<file path="src/hdl/prj_pkg.sv">
`default_nettype none

package prj_pkg;

    // image geometry
    localparam int IMAGE_SIZE = 1024;
    localparam int CENTER     = IMAGE_SIZE / 2;
    localparam int QW         = $clog2(IMAGE_SIZE);   // quotient bits, one cell each

    // field widths
    localparam int COORD_W    = 32;
    localparam int FOCAL_W    = 16;
    localparam int THRESH_W   = 32;
    localparam int PIX_W      = 10;

    // configuration port
    localparam int CFG_IDX_W  = 1;
    localparam int CFG_DATA_W = 32;

    // datapath widths
    localparam int PROD_W     = 48;                   // |x*f| < 2^47
    localparam int NUM_W      = 49;                   // c*depth +/- x*f, signed
    localparam int MAG_W      = NUM_W - 1;
    localparam int NSUM_W     = MAG_W + 2;            // 2*|num| + depth
    localparam int DEPTH_W    = 32;
    localparam int DIV_W      = DEPTH_W + 1;          // 2*depth
    localparam int REM_W      = QW + DIV_W;

    localparam logic [QW:0] SIZE_Q = (QW + 1)'(IMAGE_SIZE);

    typedef enum logic [CFG_IDX_W-1:0] {
        REG_FOCAL  = 1'd0,
        REG_THRESH = 1'd1
    } t_reg_idx;

    // word moved along the division chain
    typedef struct packed {
        logic [REM_W-1:0] rem_col;
        logic [REM_W-1:0] rem_row;
        logic [DIV_W-1:0] divisor;
        logic [QW-1:0]    q_col;
        logic [QW-1:0]    q_row;
        logic             neg_col;
        logic             neg_row;
        logic             live;
        logic             mark;
    } t_div_word;

endpackage

`default_nettype wire

</file>
<file path="src/hdl/prj_cell.sv">
`default_nettype none

module prj_cell (
    input  wire logic               i_clk,
    input  wire logic               i_rst_n,
    input  wire logic               i_valid,
    output logic                    o_ready,
    input  wire prj_pkg::t_div_word i_word,
    output logic                    o_valid,
    output prj_pkg::t_div_word      o_word,
    input  wire logic               i_ready
);
    import prj_pkg::*;

    logic       r_valid;
    t_div_word  r_word;
    t_div_word  n_word;

    logic [REM_W-1:0] w_trial;
    logic             w_ge_col;
    logic             w_ge_row;
    logic [REM_W-1:0] w_rcol;
    logic [REM_W-1:0] w_rrow;

    // one restoring step per axis: compare against divisor << (QW-1), then shift
    assign w_trial  = REM_W'({i_word.divisor, {(QW - 1){1'b0}}});
    assign w_ge_col = i_word.rem_col >= w_trial;
    assign w_ge_row = i_word.rem_row >= w_trial;
    assign w_rcol   = w_ge_col ? i_word.rem_col - w_trial : i_word.rem_col;
    assign w_rrow   = w_ge_row ? i_word.rem_row - w_trial : i_word.rem_row;

    always_comb begin
        n_word         = i_word;
        n_word.rem_col = {w_rcol[REM_W-2:0], 1'b0};
        n_word.rem_row = {w_rrow[REM_W-2:0], 1'b0};
        n_word.q_col   = {i_word.q_col[QW-2:0], w_ge_col};
        n_word.q_row   = {i_word.q_row[QW-2:0], w_ge_row};
    end

    assign o_ready = !r_valid || i_ready;

    always_ff @(posedge i_clk) begin
        if (!i_rst_n) begin
            r_valid <= 1'b0;
        end else if (o_ready) begin
            r_valid <= i_valid;
        end
    end

    always_ff @(posedge i_clk) begin
        if (o_ready && i_valid) begin
            r_word <= n_word;
        end
    end

    assign o_valid = r_valid;
    assign o_word  = r_word;

endmodule

`default_nettype wire

</file>
<file path="config.mk">
export PLATFORM = sky130hd
export DESIGN_NAME = prj_cell
export DESIGN_NICKNAME = d
export VERILOG_FILES = /design/src/hdl/prj_pkg.sv /design/src/hdl/prj_cell.sv
export SDC_FILE = /design/constraint.sdc
export NUM_CORES = 1
export LEC_CHECK = 0
export ABC_AREA = 1
export BUFFER_PORTS_ARGS = -buffer_cell sky130_fd_sc_hd__buf_2
export CORE_MARGIN = 2
export CORE_UTILIZATION = 50
export DETAILED_ROUTE_END_ITERATION = 8
export PLACE_DENSITY = 0.75
export SYNTH_ARGS = -nofsm -noshare
export SYNTH_HDL_FRONTEND = slang
export SYNTH_SLANG_ARGS = --single-unit
</file>
<file path="constraint.sdc">
create_clock -name i_clk -period 9.2 [get_ports i_clk]
set_clock_uncertainty 0.1 [all_clocks]
set_input_delay 0.46 -clock i_clk [delete_from_list [all_inputs] [get_ports i_clk]]
set_output_delay 0.46 -clock i_clk [all_outputs]
set_load 0.05 [all_outputs]
</file>
==> metrics.txt <==
largest net degree at the start of global routing 79; sequential fraction of the synthesis area about two fifths; GRT met3 Usage about 5.5%; Distinct cells, synth 36; final hold viol count 0; met1 Use GR 37.8%; Max Fanout on Critical Path 36; Rel. slew slack between 30% and 40%; CTS Buffer Depth 2; Mapped Cells 1500; Remaining Overflow, GRT 0; Vias a little over 10000; DRC 0; Post-CTS Setup Bufs 0; Hold Buf Count CTS 0; status finished clean; GR Layer Usage met2 between 40 and 50%; Post-synth EDFFs about 140; CP Cell Sequence buf_2 > inv_1 > ha_1 > nand2_1 > inv_1 > nand2_1 > nor2_1 > nand3_1 > nand2_2 > nor2_4 > nand2_8 > nand3_2 > nand2_1; vias per cell roughly 5; syn_area_per_cell approximately 7.3 sq um; fill count around 2100; worst-skew pair later-pin latency about 430 ps; Tcrit/Tclk final roughly 33%; Num CTS Buffers 17; synthesis-to-layout area growth 20.2%; crit path DAT ~3100 ps; io pins ~290; Core Rows 54; post-synth top area share around 39%; fmax roughly 330 MHz; clock-pin transition on the worst setup and hold timing paths 70 ps; Final WS setup slightly above 6000 ps; Hold Crit Class primary input to register; Yosys reg bits 142; post-cts sizing count 0; initial cell density of the core approximately half; Max-Cap Viols 0; Synth area leader edfxtp_1; crit end category register; Final setup viols 0; Die H between 150 and 200 um; RSZ-0062 raised after global routing false; Die X roughly 150 um; Synth Cell Area about 0.011 sq mm; Sinks on Clock Net around 140; Final #Nets between 2000 and 2500; initial drt markers 839; pre-CTS setup slack about 5800 ps; Detailed Route WL about 33 mm; CTS tree built; Main synth FF type edfxtp_1; most frequent cells in the layout nand2_1 (566), buf_2 (287), inv_1 (280); crit path kind primary input to register; layout cells sized above 1 23.1%; GP Congestion around 0.94; initial antenna violation count 3; most frequent CP cell nand2_1; Worst path max stage delay about 670 ps; first-pass GRT wire length a little over 50 mm; Slew @ Worst Pin 1000 ps; worst vdd ir between 100 and 150 uV; Slowest-stage cell, CP nor2_4; core area 0.0217 sq mm; Ys Warns 0; drt pass-1 iters 5; input/output buffers approximately 290; top post-synthesis cells by area edfxtp_1 (39%), nand2_1 (19%), inv_1 (9.6%); total track usage between 20 and 30%; Final ANT Viol Nets 0; Power Density ~170 mW/mm^2; critical path startpoint category primary input; die area about 0.023 sq mm; worst endpoint required time between 9000 and 10000 ps; setup_tns 0 ps; busiest grt layer met2; detailed-route wire length per cell roughly 16 um; htree depth 4; commonest non-fill, non-tap cell in the layout nand2_1; Leakage 7.23 nW; vias in the first global route just under 10000; Async S/R FF share, synth 0%; Final min period 3000 ps; clk root buf clkbuf_16; Slew Limit Fails 0; DPL Wire Length between 20 and 30 mm
cells in the mapped netlist, types with 10 or more instances:
| library cell | instances |
|---|---|
| nand3_2 | 32 |
| edfxtp_1 | 141 |
| nand3b_1 | 22 |
| ha_1 | 66 |
| nor3_1 | 14 |
| and2_1 | 14 |
| inv_1 | 280 |
| xor2_1 | 28 |
| nand2_1 | 566 |
| nor2_1 | 83 |
| inv_2 | 10 |
| a21oi_1 | 45 |
| nand2_2 | 23 |
| nor2_2 | 12 |
| buf_2 | 11 |
| nand3_1 | 102 |
power breakdown:
| part | internal (mW) | total, mW | switching (mW) |
|---|---|---|---|
| clock | 0.363 | 0.678 | 0.315 |
| sequential | 0.789 | 0.804 | 0.0149 |
| combinational | 0.205 | 0.753 | 0.548 |
| total | 1.36 | 2.24 | 0.879 |
stage by stage:
step / utilization, % / total power, mW / std cells / instance area [sq um] / hold WS, ps
after floorplan: - / 1.38 / 1501 / 11000 / 459
after global placement: 58.2 / 1.56 / 2051 / 12600 / 424
after detailed placement: 58.2 / 1.57 / 2051 / 12600 / 435
after CTS: 60.8 / 2.24 / 2083 / 13200 / 91.9
after global routing: 60.8 / 2.34 / 2083 / 13200 / 92.5
final: 60.8 / 2.24 / 2085 / 13200 / 102
logic make-up (layout without fill, tap and decap cells):
| logic type | Yosys count | in the layout | share of synthesized area (%) |
|---|---|---|---|
| other | 1 | 4 | 0.0342 |
| AND/OR/NAND/NOR | 891 | 891 | 36.6 |
| AO/OA/AOI/OAI | 60 | 60 | 2.96 |
| adder cells (fa/ha/maj) | 68 | 68 | 7.89 |
| flip-flops | 142 | 142 | 38.8 |
| XOR/XNOR | 28 | 28 | 2.23 |
| buffers and inverters | 310 | 612 | 11.5 |
worst max-delay path, delay by kind of cell:
kind	cells	cell delay, ps
and+or+nand+nor	9	1890
buffers and inverters	3	360
adders and majority gates	1	320
state kept, by name, indices dropped and copies added (netlist names):
signal   cells
o_valid      1
o_word     141
metal layers:
layer  vias to the layer above  wire length (um)
met3                        62              2510
met5                         -                16
met2                       412             14800
met1                      4632             14600
met4                         2              1080
li1                       5279                 -
cell type report:
| cell class | instances | area, sq um | area share, % |
|---|---|---|---|
| repair buffers | 290 | 1460 | 11.1 |
| diodes | 2 | 5.00 | 0.0379 |
| multi-input cells | 1049 | 5470 | 41.5 |
| inverters | 290 | 1090 | 8.25 |
| clock buffers | 18 | 439 | 3.33 |
| clock inverters | 14 | 128 | 0.967 |
| well taps | 280 | 350 | 2.65 |
| flip-flops and latches | 142 | 4250 | 32.2 |
path summary, 6_finish.rpt:
check | depth (start not counted) | to | from | slack [ps]
setup / recovery | 13 | o_word[90] | i_word[29] | 6200
hold / removal | 1 | o_word[8] | i_word[7] | 100
setup reg to reg | 3 | o_word[134] | o_valid | 6320
hold reg to reg | 2 | o_valid | o_valid | 450
Note: power is estimated with default switching activity, not from simulation.
