[src/hdl/prj_pkg.sv]
`default_nettype none

package prj_pkg;

    // image geometry
    localparam int IMAGE_SIZE = 1024;
    localparam int CENTER     = IMAGE_SIZE / 2;
    localparam int QW         = $clog2(IMAGE_SIZE);   // quotient bits, one cell each

    // field widths
    localparam int COORD_W    = 32;
    localparam int FOCAL_W    = 16;
    localparam int THRESH_W   = 32;
    localparam int PIX_W      = 10;

    // configuration port
    localparam int CFG_IDX_W  = 1;
    localparam int CFG_DATA_W = 32;

    // datapath widths
    localparam int PROD_W     = 48;                   // |x*f| < 2^47
    localparam int NUM_W      = 49;                   // c*depth +/- x*f, signed
    localparam int MAG_W      = NUM_W - 1;
    localparam int NSUM_W     = MAG_W + 2;            // 2*|num| + depth
    localparam int DEPTH_W    = 32;
    localparam int DIV_W      = DEPTH_W + 1;          // 2*depth
    localparam int REM_W      = QW + DIV_W;

    localparam logic [QW:0] SIZE_Q = (QW + 1)'(IMAGE_SIZE);

    typedef enum logic [CFG_IDX_W-1:0] {
        REG_FOCAL  = 1'd0,
        REG_THRESH = 1'd1
    } t_reg_idx;

    // word moved along the division chain
    typedef struct packed {
        logic [REM_W-1:0] rem_col;
        logic [REM_W-1:0] rem_row;
        logic [DIV_W-1:0] divisor;
        logic [QW-1:0]    q_col;
        logic [QW-1:0]    q_row;
        logic             neg_col;
        logic             neg_row;
        logic             live;
        logic             mark;
    } t_div_word;

endpackage

`default_nettype wire

[src/hdl/prj_point_if.sv]
`default_nettype none

interface prj_point_if;
    import prj_pkg::*;

    logic                       valid;
    logic                       ready;
    logic signed [COORD_W-1:0]  point_x;
    logic signed [COORD_W-1:0]  point_y;
    logic signed [COORD_W-1:0]  point_z;

    modport source (output valid, output point_x, output point_y, output point_z,
                    input ready);
    modport sink   (input valid, input point_x, input point_y, input point_z,
                    output ready);
endinterface

`default_nettype wire

[src/hdl/prj_front.sv]
`default_nettype none

module prj_front (
    input  wire logic                               i_clk,
    input  wire logic                               i_rst_n,
    input  wire logic [prj_pkg::FOCAL_W-1:0]        i_focal,
    input  wire logic signed [prj_pkg::THRESH_W-1:0] i_thresh,
    prj_point_if.sink                               i_point,
    output logic                                    o_valid,
    output prj_pkg::t_div_word                      o_word,
    input  wire logic                               i_ready
);
    import prj_pkg::*;

    // stage valids and ready chain
    logic r1_valid, r2_valid, r3_valid, r4_valid, r5_valid;
    logic w_rdy1, w_rdy2, w_rdy3, w_rdy4, w_rdy5;

    assign w_rdy5 = !r5_valid || i_ready;
    assign w_rdy4 = !r4_valid || w_rdy5;
    assign w_rdy3 = !r3_valid || w_rdy4;
    assign w_rdy2 = !r2_valid || w_rdy3;
    assign w_rdy1 = !r1_valid || w_rdy2;
    assign i_point.ready = w_rdy1;

    always_ff @(posedge i_clk) begin
        if (!i_rst_n) begin
            r1_valid <= 1'b0;
            r2_valid <= 1'b0;
            r3_valid <= 1'b0;
            r4_valid <= 1'b0;
            r5_valid <= 1'b0;
        end else begin
            if (w_rdy1) r1_valid <= i_point.valid;
            if (w_rdy2) r2_valid <= r1_valid;
            if (w_rdy3) r3_valid <= r2_valid;
            if (w_rdy4) r4_valid <= r3_valid;
            if (w_rdy5) r5_valid <= r4_valid;
        end
    end

    // stage 1: products with focal length, depth, flags
    logic signed [FOCAL_W:0]      w_focal_s;
    logic signed [PROD_W:0]       w_xf_full;
    logic signed [PROD_W:0]       w_yf_full;
    logic signed [PROD_W-1:0]     r1_xf;
    logic signed [PROD_W-1:0]     r1_yf;
    logic [DEPTH_W-1:0]           r1_depth;
    logic                         r1_front;
    logic                         r1_mark;

    assign w_focal_s = {1'b0, i_focal};
    assign w_xf_full = i_point.point_x * w_focal_s;
    assign w_yf_full = i_point.point_y * w_focal_s;

    always_ff @(posedge i_clk) begin
        if (w_rdy1 && i_point.valid) begin
            r1_xf    <= w_xf_full[PROD_W-1:0];
            r1_yf    <= w_yf_full[PROD_W-1:0];
            r1_depth <= DEPTH_W'(-i_point.point_z);
            r1_front <= i_point.point_z[COORD_W-1];
            r1_mark  <= i_point.point_z < i_thresh;
        end
    end

    // stage 2: numerators c*depth + x*f and c*depth - y*f
    logic [NUM_W-1:0]             w_cd;
    logic signed [NUM_W-1:0]      r2_ncol;
    logic signed [NUM_W-1:0]      r2_nrow;
    logic [DEPTH_W-1:0]           r2_depth;
    logic                         r2_front;
    logic                         r2_mark;

    assign w_cd = NUM_W'(r1_depth) * NUM_W'(CENTER);

    always_ff @(posedge i_clk) begin
        if (w_rdy2 && r1_valid) begin
            r2_ncol  <= $signed(w_cd) + NUM_W'(r1_xf);
            r2_nrow  <= $signed(w_cd) - NUM_W'(r1_yf);
            r2_depth <= r1_depth;
            r2_front <= r1_front;
            r2_mark  <= r1_mark;
        end
    end

    // stage 3: magnitudes and signs
    logic [NUM_W-1:0]             w_acol;
    logic [NUM_W-1:0]             w_arow;
    logic [MAG_W-1:0]             r3_mcol;
    logic [MAG_W-1:0]             r3_mrow;
    logic                         r3_neg_col;
    logic                         r3_neg_row;
    logic [DEPTH_W-1:0]           r3_depth;
    logic                         r3_front;
    logic                         r3_mark;

    assign w_acol = r2_ncol[NUM_W-1] ? -r2_ncol : r2_ncol;
    assign w_arow = r2_nrow[NUM_W-1] ? -r2_nrow : r2_nrow;

    always_ff @(posedge i_clk) begin
        if (w_rdy3 && r2_valid) begin
            r3_mcol    <= w_acol[MAG_W-1:0];
            r3_mrow    <= w_arow[MAG_W-1:0];
            r3_neg_col <= r2_ncol[NUM_W-1];
            r3_neg_row <= r2_nrow[NUM_W-1];
            r3_depth   <= r2_depth;
            r3_front   <= r2_front;
            r3_mark    <= r2_mark;
        end
    end

    // stage 4: rounded dividend 2*|num| + depth, divisor 2*depth
    logic [NSUM_W-1:0]            r4_ncol;
    logic [NSUM_W-1:0]            r4_nrow;
    logic [DIV_W-1:0]             r4_div;
    logic                         r4_neg_col;
    logic                         r4_neg_row;
    logic                         r4_front;
    logic                         r4_mark;

    always_ff @(posedge i_clk) begin
        if (w_rdy4 && r3_valid) begin
            r4_ncol    <= NSUM_W'({r3_mcol, 1'b0}) + NSUM_W'(r3_depth);
            r4_nrow    <= NSUM_W'({r3_mrow, 1'b0}) + NSUM_W'(r3_depth);
            r4_div     <= {r3_depth, 1'b0};
            r4_neg_col <= r3_neg_col;
            r4_neg_row <= r3_neg_row;
            r4_front   <= r3_front;
            r4_mark    <= r3_mark;
        end
    end

    // stage 5: range check so the quotient fits in QW bits, load the chain word
    logic [NSUM_W-1:0]            w_lim;
    logic                         w_ovf_col;
    logic                         w_ovf_row;
    t_div_word                    n_word;
    t_div_word                    r5_word;

    assign w_lim     = NSUM_W'({r4_div, {QW{1'b0}}});
    assign w_ovf_col = r4_ncol >= w_lim;
    assign w_ovf_row = r4_nrow >= w_lim;

    always_comb begin
        n_word.rem_col = r4_ncol[REM_W-1:0];
        n_word.rem_row = r4_nrow[REM_W-1:0];
        n_word.divisor = r4_div;
        n_word.q_col   = '0;
        n_word.q_row   = '0;
        n_word.neg_col = r4_neg_col;
        n_word.neg_row = r4_neg_row;
        n_word.live    = r4_front && !w_ovf_col && !w_ovf_row;
        n_word.mark    = r4_mark;
    end

    always_ff @(posedge i_clk) begin
        if (w_rdy5 && r4_valid) begin
            r5_word <= n_word;
        end
    end

    assign o_valid = r5_valid;
    assign o_word  = r5_word;

endmodule

`default_nettype wire

[src/flat_wrapper.sv]
// flat-port wrapper written by rule: the top's interface ports become plain ports
module prj_front_flat import prj_pkg::*;
  (i_clk, i_rst_n, i_focal, i_thresh, o_valid, o_word, i_ready, i_point_valid, i_point_point_x, i_point_point_y, i_point_point_z, i_point_ready);
  prj_point_if i_point_i ();
  input  wire logic i_clk;
  input  wire logic i_rst_n;
  input  wire logic [prj_pkg::FOCAL_W-1:0] i_focal;
  input  wire logic signed [prj_pkg::THRESH_W-1:0] i_thresh;
  output logic o_valid;
  output prj_pkg::t_div_word o_word;
  input  wire logic i_ready;
  input wire logic [$bits(i_point_i.valid)-1:0] i_point_valid;
  input wire logic [$bits(i_point_i.point_x)-1:0] i_point_point_x;
  input wire logic [$bits(i_point_i.point_y)-1:0] i_point_point_y;
  input wire logic [$bits(i_point_i.point_z)-1:0] i_point_point_z;
  output wire logic [$bits(i_point_i.ready)-1:0] i_point_ready;
  assign i_point_i.valid = i_point_valid;
  assign i_point_i.point_x = i_point_point_x;
  assign i_point_i.point_y = i_point_point_y;
  assign i_point_i.point_z = i_point_point_z;
  assign i_point_ready = i_point_i.ready;
  prj_front u_core (.i_clk(i_clk), .i_rst_n(i_rst_n), .i_focal(i_focal), .i_thresh(i_thresh), .i_point(i_point_i), .o_valid(o_valid), .o_word(o_word), .i_ready(i_ready));
endmodule
[config.mk]
export PLATFORM = sky130hd
export DESIGN_NAME = prj_front_flat
export DESIGN_NICKNAME = d
export VERILOG_FILES = /design/src/hdl/prj_pkg.sv /design/src/hdl/prj_point_if.sv /design/src/hdl/prj_front.sv /design/src/flat_wrapper.sv
export SDC_FILE = /design/constraint.sdc
export NUM_CORES = 2
export LEC_CHECK = 0
export ABC_AREA = 0
export BUFFER_PORTS_ARGS = -buffer_cell sky130_fd_sc_hd__buf_2
export CORE_MARGIN = 5
export CORE_UTILIZATION = 50
export DETAILED_ROUTE_END_ITERATION = 8
export GPL_ROUTABILITY_DRIVEN = 1
export MAX_ROUTING_LAYER = met4
export PLACE_DENSITY_LB_ADDON = 0.12
export SLEW_MARGIN = 20
export SYNTH_ARGS = -nofsm -noshare
export SYNTH_HDL_FRONTEND = slang
export SYNTH_SLANG_ARGS = --single-unit
[constraint.sdc]
create_clock -name i_clk -period 18.36 [get_ports i_clk]
set_input_delay 3.672 -clock i_clk [delete_from_list [all_inputs] [get_ports i_clk]]
set_output_delay 3.672 -clock i_clk [all_outputs]
set_load 0.01 [all_outputs]
==> results.json <==
{
  "cts_max_level": 3,
  "dieArea_mm2": 0.143,
  "arrival_ns": 11.42,
  "timing.final.crit_share": 0.602,
  "clock_skew_ns": 0.0268,
  "setup_violations": 0,
  "fmax_mhz": 90.5,
  "critical_path_buf_inv_count": 5,
  "grt_usage": 0.250,
  "highest_layer": "met4",
  "max_slew.worst_pin.slew_ns": 1.15,
  "cts_sinks": 653,
  "netlist_top_cells_area": "edfxtp_1 29%, fa_1 29%, ha_1 8.4%",
  "cts_made_buffers": 67,
  "path_cells": "buf_2, buf_4, nand2_1, fa_1, fa_1, fa_1, inv_1, fa_1, fa_1, inv_1, fa_1, inv_1, ha_1, and2_1, a221oi_1, o21bai_1, a311o_1, nor3_1, o31ai_1, a2111oi_0, nor2_1, a31oi_1, xnor2_1",
  "cp_top_family": "adder cells",
  "postCtsSetupBuffers": 0,
  "syn_inst": 6513,
  "fin_crit_ns": 11.05,
  "wirelength_um": 170000,
  "nets": 8237,
  "path_class": "input port to register",
  "hold_buffers": 0,
  "core_region_area_mm2": 0.135,
  "end_kind": "register",
  "synth_top_cell_by_area": "edfxtp_1",
  "routed-wl-met3_um": 9100,
  "overflow": 0,
  "wl_per_cell_um": 20.0,
  "setup_tns_ns": 0,
  "m1WireLength_um": 76300,
  "ant_nets": 0,
  "critPathLaunchType": "input port",
  "path_clk_slew_ns": 0.06,
  "pin_count": 293,
  "drive_gt1_frac": 0.0677,
  "synthDistinctLibCells": 79,
  "grt_pass1_vias": 47900,
  "cts_tree": "done",
  "start_util": 0.501,
  "ys_warn_count": 0,
  "drt_first_pass_iters": 5,
  "gp_congestion": 0.952,
  "syn_area_mm2": 0.0676,
  "hpwlAfterDp_um": 135000,
  "relSlewSlack": 0.228,
  "synth_seq_area_share": 0.289,
  "ys_ff_latch": 653,
  "antenna_found_initial": 18,
  "core.rowCount": 135,
  "grt_pass1_wl_um": 270000,
  "synth-edff-count": 648,
  "status": "complete, no violations",
  "insertion_delay_ns": 0.63,
  "drt_iter0_drc": 2830,
  "cts.root.buffer_cell": "clkbuf_16",
  "met2WireLength_um": 79600,
  "clock_path_buffers": 3,
  "crit_path_max_incr_delay_ns": 0.95,
  "synth_top_flop_cell": "edfxtp_1",
  "crit_fanout": 42,
  "die_x_um": 378,
  "crit_slowest_cell": "a2111oi_0",
  "cap_viol_max_count": 0,
  "async_reset_ff_frac": 0,
  "cp_data_required_time_ns": 18.73,
  "area_growth_pct": 7.83,
  "crit_top_cell": "fa_1",
  "cts_resized": 0,
  "rsz0062_at_grt": "no",
  "drc": 0,
  "yosys.area.top_type_share": 0.288,
  "syn_avg_cell_area_um2": 10.4,
  "grt_max_degree": 131,
  "vias_per_cell": 5.32,
  "finalMaxSlewViolations": 0,
  "portBuffers": 271,
  "fp.dieH_um": 378,
  "worst_hold_path_type": "register to register",
  "hold_viol": 0,
  "r2r_slack_ns": 14.20,
  "vias": 45300
}
cell families (layout without fill, tap and decap cells):
group                      after synthesis  in the layout  synth area share
buffers and inverters                 1552           1738            0.0875
and+or+nand+nor                       1729           1729             0.128
AOI/OAI and AO/OA                      768            768            0.0741
adders and majority gates             1424           1424             0.371
muxes                                    2              2          0.000296
other                                    1             35         0.0000554
xor gates and xnor gates               384            384            0.0497
DFF                                    653            653             0.289
final timing paths:
| check | cells past startpoint | startpoint | endpoint |
|---|---|---|---|
| max | 23 | i_focal[3] | u_core.r1_yf[42] |
| min | 0 | u_core.r2_depth[12] | u_core.r3_depth[12] |
| max reg2reg | 11 | u_core.r3_depth[3] | u_core.r4_nrow[41] |
| min reg2reg | 0 | u_core.r2_depth[12] | u_core.r3_depth[12] |
state kept, by name, indices dropped and copies added, names as in the netlist, 32 cells and up:
register / flops
u_core.r3_depth: 32
u_core.r2_nrow: 49
u_core.r2_ncol: 49
u_core.r2_depth: 32
u_core.r1_xf: 48
u_core.r3_mrow: 48
u_core.r3_mcol: 48
u_core.r1_yf: 48
u_core.r1_depth: 32
u_core.r4_nrow: 50
u_core.r4_ncol: 49
u_core.o_word: 120
cell usage in the layout (no fill, tap or decap), types with 10 or more instances in the layout:
cell type,synthesis,layout
and3_1,39,39
or4_1,14,14
nor2_1,142,142
o21a_1,40,40
nor3_1,48,48
nand4_1,46,46
nand3_1,67,67
o21ai_0,149,149
inv_1,1311,1311
a21o_1,123,123
o41ai_1,15,15
clkbuf_1,214,10
xor2_1,97,97
o21bai_1,24,24
o211ai_1,23,23
a21oi_1,224,224
a21boi_0,12,10
nor4_1,25,25
clkinv_2,0,14
diode_2,0,14
buf_2,1,271
conb_1,1,21
fa_1,971,971
and2_1,471,471
nor2b_1,48,46
nand2b_1,32,32
buf_4,25,32
xnor2_1,287,287
nand2_1,724,724
ha_1,453,453
a211oi_1,17,17
edfxtp_1,648,648
a221oi_1,10,10
a31oi_1,24,23
or3_1,22,22
o31ai_1,32,32
clkbuf_16,0,69
through the flow:
| step | hold WS, ns | worst slack [ns] | utilization | std cells | cell area [µm²] |
|---|---|---|---|---|---|
| final | 0.405 | 7.31 | 0.540 | 8514 | 72900 |
| after global routing | 0.423 | 6.94 | 0.540 | 8514 | 72900 |
| after CTS | 0.412 | 7.46 | 0.540 | 8500 | 72900 |
| after detailed placement | 0.405 | 6.79 | 0.523 | 8377 | 70600 |
| after global placement | 0.400 | 6.87 | 0.523 | 8377 | 70600 |
| after floorplan | 0.400 | 3.94 | - | 6533 | 67700 |
layer usage:
metal / vias up / global-route usage
met5: - / -
met1: 22800 / 0.335
met3: 285 / 0.0348
met2: 1237 / 0.404
met4: 0 / 0.0707
li1: 21000 / -
synth_stat cells, drive strengths merged (68+ instances only):
library cell     n
a21o           123
a21oi          224
and2           471
clkbuf         214
edfxtp         648
fa             971
ha             453
inv           1311
nand2          725
nand3           68
nor2           142
o21ai          151
xnor2          287
xor2            97
layout make-up:
class / instances / area, µm²
Clock buffer: 81 / 1790
Sequential cell: 653 / 19600
Tap cell: 1781 / 2230
Antenna cell: 14 / 35.0
Inverter: 1311 / 4920
Clock inverter: 42 / 494
Multi-Input combinational cell: 4328 / 42300
Fill cell: 12100 / 62000
Timing Repair Buffer: 304 / 1620
Power is left out: the tool's default activity adds up to more than one toggle a clock period on the data nets, which glitch-free logic cannot reach.
